File: src/rtl/mbw_pkg.sv
// Shared types, phase codes and box type lookup for the MP4 box header walker.
// No dependencies; imported by mbw_step and mp4_box_header_walker_core.
`default_nettype none

package mbw_pkg;

  localparam logic [1:0] PH_HEADER = 2'd0;
  localparam logic [1:0] PH_FTYP   = 2'd1;
  localparam logic [1:0] PH_SKIP   = 2'd2;

  localparam int unsigned NUM_KINDS = 24;
  localparam logic [4:0] KIND_FTYP    = 5'd0;
  localparam logic [4:0] KIND_UNKNOWN = 5'd24;

  localparam logic [4:0]  PLAIN_HEADER     = 5'd8;
  localparam logic [4:0]  FTYP_EXTRA_BYTES = 5'd16;
  localparam logic [31:0] PLAIN_CONSUMED   = 32'd8;
  localparam logic [31:0] FTYP_CONSUMED    = 32'd24;

  localparam logic [31:0] KIND_FOURCC [NUM_KINDS] = '{
    "ftyp", "mdat", "moov", "pnot", "udta", "uuid", "moof", "free",
    "skip", "jP2 ", "wide", "load", "ctab", "imap", "matt", "kmat",
    "clip", "crgn", "sync", "chap", "tmcd", "scpt", "ssrc", "PICT"
  };

  typedef struct packed {
    logic [7:0] data_byte;
    logic       first_byte;
    logic       last_byte;
  } mbw_in_t;

  typedef struct packed {
    logic [4:0]  box_kind;
    logic [31:0] box_size;
    logic [31:0] box_fourcc;
    logic        short_box;
    logic        file_ended;
  } mbw_out_t;

  typedef struct packed {
    logic [1:0]  phase;
    logic [4:0]  header_count;
    logic [31:0] size_shift;
    logic [31:0] type_shift;
    logic [31:0] skip_remaining;
  } mbw_state_t;

  localparam mbw_state_t STATE_RESET = '{
    phase: PH_HEADER, header_count: 5'd0, size_shift: 32'd0,
    type_shift: 32'd0, skip_remaining: 32'd0
  };

  // Type codes are distinct, so at most one compare hits.
  function automatic logic [4:0] mbw_kind_of(input logic [31:0] fourcc);
    logic [4:0] kind;
    kind = KIND_UNKNOWN;
    for (int i = 0; i < NUM_KINDS; i++) begin
      if (KIND_FOURCC[i] == fourcc) kind = 5'(i);
    end
    return kind;
  endfunction

endpackage

`default_nettype wire

File: src/rtl/mp4_box_header_walker_core.sv
// Top level of the MP4 box header walker: input register, walker state and
// result register around mbw_step. Depends on mbw_pkg and mbw_step.
`default_nettype none

// Usage:
//   in_valid/in_ready/in_item carry one file byte per transaction, with
//   first_byte restarting the walk and last_byte closing the file.
//   out_valid/out_ready/out_item carry one box record per transaction,
//   produced when a box's eighth header byte is taken, or early with
//   file_ended set when the file stops inside a header.
//   Bytes of ftyp contents and of skipped payload produce no record.
// Path: an accepted byte waits in the input register, and its record is
//   written to the result register once that register can take it.
// Throughput: one byte per cycle unless a held record stalls; the walker
//   state updates as a byte moves from the input to the result register.
// Reset: synchronous rst empties both registers and returns the walker to
//   the start of a header.
// Stall: while out_ready is low and a record is held, the input register
//   keeps its byte; once it is full too, in_ready drops. Nothing is lost.
module mp4_box_header_walker_core
  import mbw_pkg::*;
(
  input  wire logic     clk,
  input  wire logic     rst,
  input  wire logic     in_valid,
  output logic          in_ready,
  input  wire mbw_in_t  in_item,
  output logic          out_valid,
  input  wire logic     out_ready,
  output mbw_out_t      out_item
);

  logic       s1_valid;
  mbw_in_t    s1_item;
  logic       s1_adv;
  mbw_state_t state;
  mbw_state_t state_next;
  mbw_out_t   rec;
  logic       rec_valid;

  assign s1_adv   = !out_valid || out_ready;
  assign in_ready = !s1_valid || s1_adv;

  mbw_step u_step (
    .state      (state),
    .item       (s1_item),
    .state_next (state_next),
    .rec        (rec),
    .rec_valid  (rec_valid)
  );

  always_ff @(posedge clk) begin
    if (rst) begin
      s1_valid  <= 1'b0;
      out_valid <= 1'b0;
      state     <= STATE_RESET;
    end else begin
      if (in_ready) begin
        s1_valid <= in_valid;
        s1_item  <= in_item;
      end
      if (s1_adv) begin
        out_valid <= s1_valid && rec_valid;
        if (s1_valid) begin
          out_item <= rec;
          state    <= state_next;
        end
      end
    end
  end

  a_reset_empty: assert property (@(posedge clk) $past(rst) |-> !out_valid && !s1_valid)
    else $error("registers not empty after reset");

  a_skip_nonzero: assert property (@(posedge clk) disable iff (rst)
    state.phase == PH_SKIP |-> state.skip_remaining != 32'd0)
    else $error("skip phase with nothing left to skip");

  a_header_count: assert property (@(posedge clk) disable iff (rst)
    (state.phase == PH_HEADER |-> state.header_count < PLAIN_HEADER) and
    (state.phase == PH_FTYP |-> state.header_count < FTYP_EXTRA_BYTES))
    else $error("header count out of range for phase");

  a_record_lands: assert property (@(posedge clk) disable iff (rst)
    s1_valid && s1_adv && rec_valid |=> out_valid)
    else $error("record lost between stages");

endmodule

`default_nettype wire

File: src/rtl/mbw_step.sv
// Next-state and record logic for one byte of the box header walker.
// Depends on mbw_pkg.
`default_nettype none

module mbw_step
  import mbw_pkg::*;
(
  input  mbw_state_t state,
  input  mbw_in_t    item,
  output mbw_state_t state_next,
  output mbw_out_t   rec,
  output logic       rec_valid
);

  mbw_state_t  cur;
  logic [4:0]  hc_inc;
  logic [31:0] size_new;
  logic [31:0] type_new;
  logic [31:0] rec_size;
  logic [31:0] rec_type;
  logic [4:0]  rec_kind;
  logic [31:0] consumed;
  logic        rec_short;
  logic [31:0] rec_skip;
  logic [1:0]  pad_bytes;
  logic        emit;

  always_comb begin
    cur       = item.first_byte ? STATE_RESET : state;
    hc_inc    = cur.header_count + 5'd1;
    size_new  = cur.size_shift;
    type_new  = cur.type_shift;
    if (cur.header_count < 5'd4) size_new = {cur.size_shift[23:0], item.data_byte};
    else                         type_new = {cur.type_shift[23:0], item.data_byte};

    // Truncated header: left-align the bytes received, zero below them.
    if (hc_inc >= PLAIN_HEADER) begin
      pad_bytes = 2'd0;
      rec_size  = size_new;
      rec_type  = type_new;
    end else if (hc_inc <= 5'd4) begin
      pad_bytes = 2'd0 - hc_inc[1:0];
      rec_size  = size_new << {pad_bytes, 3'b000};
      rec_type  = 32'd0;
    end else begin
      pad_bytes = 2'd0 - hc_inc[1:0];
      rec_size  = size_new;
      rec_type  = type_new << {pad_bytes, 3'b000};
    end

    rec_kind  = mbw_kind_of(rec_type);
    consumed  = (rec_kind == KIND_FTYP) ? FTYP_CONSUMED : PLAIN_CONSUMED;
    rec_short = rec_size < consumed;
    rec_skip  = rec_short ? 32'd0 : rec_size - consumed;

    rec.box_kind   = rec_kind;
    rec.box_size   = rec_size;
    rec.box_fourcc = rec_type;
    rec.short_box  = rec_short;
    rec.file_ended = item.last_byte;

    emit       = 1'b0;
    state_next = cur;
    case (cur.phase)
      PH_FTYP: begin
        state_next.header_count = hc_inc;
        if (hc_inc >= FTYP_EXTRA_BYTES) begin
          state_next.header_count = 5'd0;
          state_next.phase = (cur.skip_remaining != 32'd0) ? PH_SKIP : PH_HEADER;
        end
      end
      PH_SKIP: begin
        state_next.skip_remaining = cur.skip_remaining - 32'd1;
        if (cur.skip_remaining == 32'd1) state_next.phase = PH_HEADER;
      end
      default: begin
        state_next.size_shift   = size_new;
        state_next.type_shift   = type_new;
        state_next.header_count = hc_inc;
        if (hc_inc >= PLAIN_HEADER || item.last_byte) begin
          emit = 1'b1;
          state_next.size_shift     = 32'd0;
          state_next.type_shift     = 32'd0;
          state_next.header_count   = 5'd0;
          state_next.skip_remaining = rec_skip;
          if (rec_kind == KIND_FTYP)      state_next.phase = PH_FTYP;
          else if (rec_skip != 32'd0)     state_next.phase = PH_SKIP;
          else                            state_next.phase = PH_HEADER;
        end
      end
    endcase

    // Drop all context after the final byte of a file.
    if (item.last_byte) state_next = STATE_RESET;
    rec_valid = emit;
  end

endmodule

`default_nettype wire
File: config.mk
export PLATFORM = sky130hd
export DESIGN_NAME = mp4_box_header_walker_core
export DESIGN_NICKNAME = d
export VERILOG_FILES = /design/src/rtl/mbw_pkg.sv /design/src/rtl/mp4_box_header_walker_core.sv /design/src/rtl/mbw_step.sv
export SDC_FILE = /design/constraint.sdc
export NUM_CORES = 1
export LEC_CHECK = 0
export BUFFER_PORTS_ARGS = -buffer_cell sky130_fd_sc_hd__buf_4
export CAP_MARGIN = 5
export CORE_MARGIN = 4
export CORE_UTILIZATION = 50
export CTS_BUF_LIST = sky130_fd_sc_hd__clkbuf_4
export DETAILED_ROUTE_END_ITERATION = 6
export PLACE_DENSITY_LB_ADDON = 0.1
export REMOVE_ABC_BUFFERS = 1
export SETUP_SLACK_MARGIN = 0.1
export SLEW_MARGIN = 0
export SYNTH_ARGS = -nofsm -noshare
export SYNTH_HDL_FRONTEND = slang
export SYNTH_SLANG_ARGS = --single-unit
File: constraint.sdc
create_clock -name clk -period 9.5 [get_ports clk]
set_clock_uncertainty 0.15 [all_clocks]
set_input_delay 1.9 -clock clk [delete_from_list [all_inputs] [get_ports clk]]
set_output_delay 1.9 -clock clk [all_outputs]
set_load 0.02 [all_outputs]
==> flow_summary.json <==
{
  "crit_path_max_incr_delay_ns": 0.71,
  "dp.cells": 2019,
  "status": "finished clean",
  "p_leak_nw": 5.21,
  "htreeDepth": 4,
  "synth_area_sq_um": 13700,
  "routed_wl_um": 55600,
  "ctsHoldBuffers": 0,
  "r2r_end": "state[8]",
  "synth_edf_count": 81,
  "crit_start": "s1_item[1]",
  "synthArstFlopShare_pct": 0,
  "gp_congestion": 0.997,
  "min_path_cells": 2,
  "chipHeight_um": 173,
  "end_kind": "flip-flop",
  "reg2regPathDepth": 20,
  "post_cts_buffers": 0,
  "hp-start": "state[11]",
  "ir_drop_uv": 84.4,
  "crit_chain": "nand2b_1 -> inv_1 -> ha_1 -> and3_1 -> mux2i_2 -> nand2_1 -> a32oi_1 -> inv_1 -> nor4_1 -> nand2_1 -> ha_1 -> a21bo_2 -> a21oi_1 -> nor3_1 -> nand3_1 -> nor4_4 -> nand2b_1 -> o311ai_0 -> a32oi_1 -> nor2_1",
  "critPathKind": "reg2reg",
  "first_global_vias": 13314,
  "dpl_cell_area_sq_um": 14400,
  "synth_top_area_share_pct": 17.8,
  "rsz0062_at_grt": "no",
  "p_int_mw": 1.07,
  "pwr-share-comb_pct": 14.3,
  "die_area_sq_um": 30100,
  "cp_slowest_cell": "a32oi_1",
  "start_util_pct": 50.8,
  "drive_gt1_share_pct": 13.5,
  "routed-via-count": 14800,
  "yosys-top-cells-area": "edfxtp_1 (18%), dfxtp_1 (15%), nor2_1 (6.1%), nand2_1 (4.3%), a21oi_1 (4.2%)",
  "final_hold_viol_count": 0,
  "p_switching_mw": 0.531,
  "worstHoldEndpoint": "state[11]",
  "fin_crit_ns": 8.25,
  "initialDrtViolationCount": 2145,
  "period_share_pct": 86.8,
  "port_buffers": 86,
  "dp_hpwl_um": 39200,
  "antenna_found_initial": 4,
  "cts_buffers": 17,
  "pin_count": 87,
  "finalPower_mw": 1.60,
  "avgSynthCellArea_sq_um": 8.05,
  "core_area_sq_um": 27000,
  "max-clock-path-buffers": 2,
  "syn_to_final_growth_pct": 7.26,
  "ys_types": 98,
  "drtAntennaViolNets": 0,
  "fin_cells": 2054,
  "critical_path_arrival_ns": 8.63,
  "maxCapViolations": 0,
  "synthFlopType": "dfxtp_1",
  "clockRootBuffer": "clkbuf_4",
  "drc": 0,
  "p_sw_share_pct": 33.2,
  "drt-wirelength-per-cell_um": 27.1,
  "power-per-cell-area_nw_per_um2": 109,
  "cts_resized": 0,
  "vias_per_cell": 7.21,
  "p_clk_share_pct": 31.4,
  "yosysTopAreaCell": "edfxtp_1",
  "synth-seq-cells": 186,
  "worst_slew_pin_slew_ns": 1.21,
  "timing.fmax_mhz": 121,
  "gr-total-overflow": 0,
  "cts.reportedPaths.clkPinSlew_ns": 0.19,
  "worstSetupStartpointType": "flip-flop",
  "critPathRequiredTime_ns": 9.88,
  "pwr-share-seq_pct": 54.3,
  "fin_area_sq_um": 14700,
  "hp-class": "reg2reg",
  "grt.total_usage_pct": 35.0,
  "relSlewSlack_pct": 18.8,
  "cts_sinks": 186,
  "cp.buffers_inverters": 2,
  "grt_max_degree": 78,
  "synthCells": 1701,
  "crit_family": "simple AND/OR/NAND/NOR gates",
  "cts_tree": "done",
  "synth-seq-area-share_pct": 33.1,
  "r2r_setup_slack_ns": 1.25,
  "rows": 60,
  "clk_latency_ns": 0.64,
  "worst-path-max-fanout": 27,
  "synth_warnings": 0,
  "drt_first_pass_iters": 7,
  "worstReg2RegStart": "s1_item[1]",
  "dieWidth_um": 173,
  "slew_violations": 0,
  "layout.nets": 1719,
  "report.final.setup_viol": 0,
  "grt_pass1_wl_um": 83000
}
[worst max path at each step]
stage	slack, ns	cells after the start	endpoint
after floorplan	-0.02	11	state[58]
after global placement	1.74	21	state[8]
after detailed placement	1.49	21	state[21]
after CTS	1.45	21	state[8]
after global routing	0.63	21	state[8]
final	1.25	20	state[8]
[per-stage QoR]
step           hold slack (ns)  worst slack, ns  util, %  setup TNS (ns)
2_1_floorplan            0.302          -0.0197        -         -0.0393
3_3_place_gp             0.320             1.74     53.3               0
3_5_place_dp             0.331             1.49     53.3               0
4_1_cts                  0.354             1.45     54.5               0
5_1_grt                  0.388            0.627     54.5               0
6_report                 0.354             1.25     54.5               0
[layer usage]
layer	GRT usage (%)	up-vias	routed length [um]
met1	50.8	7059	23500
met5	0	-	0
met2	51.5	1070	23400
met4	10.2	0	1770
met3	8.99	158	6890
li1	-	6513	-
[cell type report]
class	count	area [sq um]
fill	2576	12300
multi-input combinational	1335	8360
sequential	186	4540
timing repair buffer	123	923
tap	341	427
clock inverter	15	178
clock buffer	17	128
inverter	34	128
antenna	3	7.51
[layout by cell type, fill, tap and decap left out, drive strengths merged, types with 11 or more instances in the layout]
master / netlist / routed
a221o: 15 / 15
a221oi: 17 / 17
edfxtp: 81 / 81
nor3: 50 / 50
nand2: 158 / 158
a211oi: 12 / 12
a21o: 15 / 15
buf: 54 / 123
a22oi: 71 / 71
a21oi: 119 / 119
nand2b: 26 / 26
or2: 12 / 12
o21ai: 83 / 83
xnor2: 15 / 15
nor2: 223 / 223
dfxtp: 105 / 105
or4b: 36 / 36
clkbuf: 92 / 17
o31ai: 41 / 41
nand3: 39 / 39
mux2i: 22 / 22
nand4: 20 / 20
and3: 16 / 16
a31oi: 19 / 19
or3: 19 / 19
o22ai: 15 / 15
and2: 16 / 16
o211ai: 33 / 33
inv: 32 / 42
nor2b: 14 / 14
a32oi: 17 / 17
o32ai: 11 / 11
o221ai: 14 / 14
nor4: 35 / 35
[power by group through the flow]
stage | logic [mW] | registers (mW) | clock network, mW
floorplan | 0.118 | 0.898 | 0
detailed placement | 0.221 | 0.886 | 0
CTS | 0.221 | 0.869 | 0.508
global placement | 0.219 | 0.885 | 0
global route | 0.243 | 0.872 | 0.539
finish | 0.228 | 0.870 | 0.504
[logic make-up after synthesis]
logic type / after synthesis / synth area share, %
AND/OR/NAND/NOR: 706 / 26.6
XOR/XNOR: 25 / 1.60
flip-flops: 186 / 33.1
multiplexers: 29 / 2.21
adder cells (fa/ha/maj): 8 / 0.786
AO/OA/AOI/OAI: 567 / 29.6
buffers and inverters: 180 / 6.00
[worst reg2reg max path: cells and delay by family, from the launching register on]
family                     cells  cell delay (ns)
buffers and inverters          2             0.65
AOI/OAI and AO/OA              5             1.48
and+or+nand+nor               10             3.90
muxes                          1             0.55
DFF                            1             0.64
adders and majority gates      2             0.81
[synthesized netlist by cell type, drive strengths merged, types with 7 or more instances]
master  number
or4         10
a221o       15
o31ai       41
inv         32
o221ai      14
clkbuf      92
xnor2       15
nand4       20
edfxtp      81
a31oi       19
and3        16
a22oi       71
or4b        36
dfxtp      105
ha           7
o21ai       83
nand2      158
nand2b      26
nor4b        8
and2        16
o211ai      33
a221oi      17
o22ai       15
o32ai       11
buf         54
a211oi      12
nor2b       14
nand3       39
a21o        15
xor2        10
mux2         7
or3         19
o311ai       9
nor4        35
a21oi      119
or2         12
a32oi       17
mux2i       22
nor3        50
nor2       223
nor3b        8
o31a         7
a22o         8
[flip-flops by register name, indices dropped and copies added (netlist names)]
name / count
out_valid: 1
s1_item: 10
state: 103
s1_valid: 1
out_item: 71
Note: power is estimated with default switching activity, not from simulation.
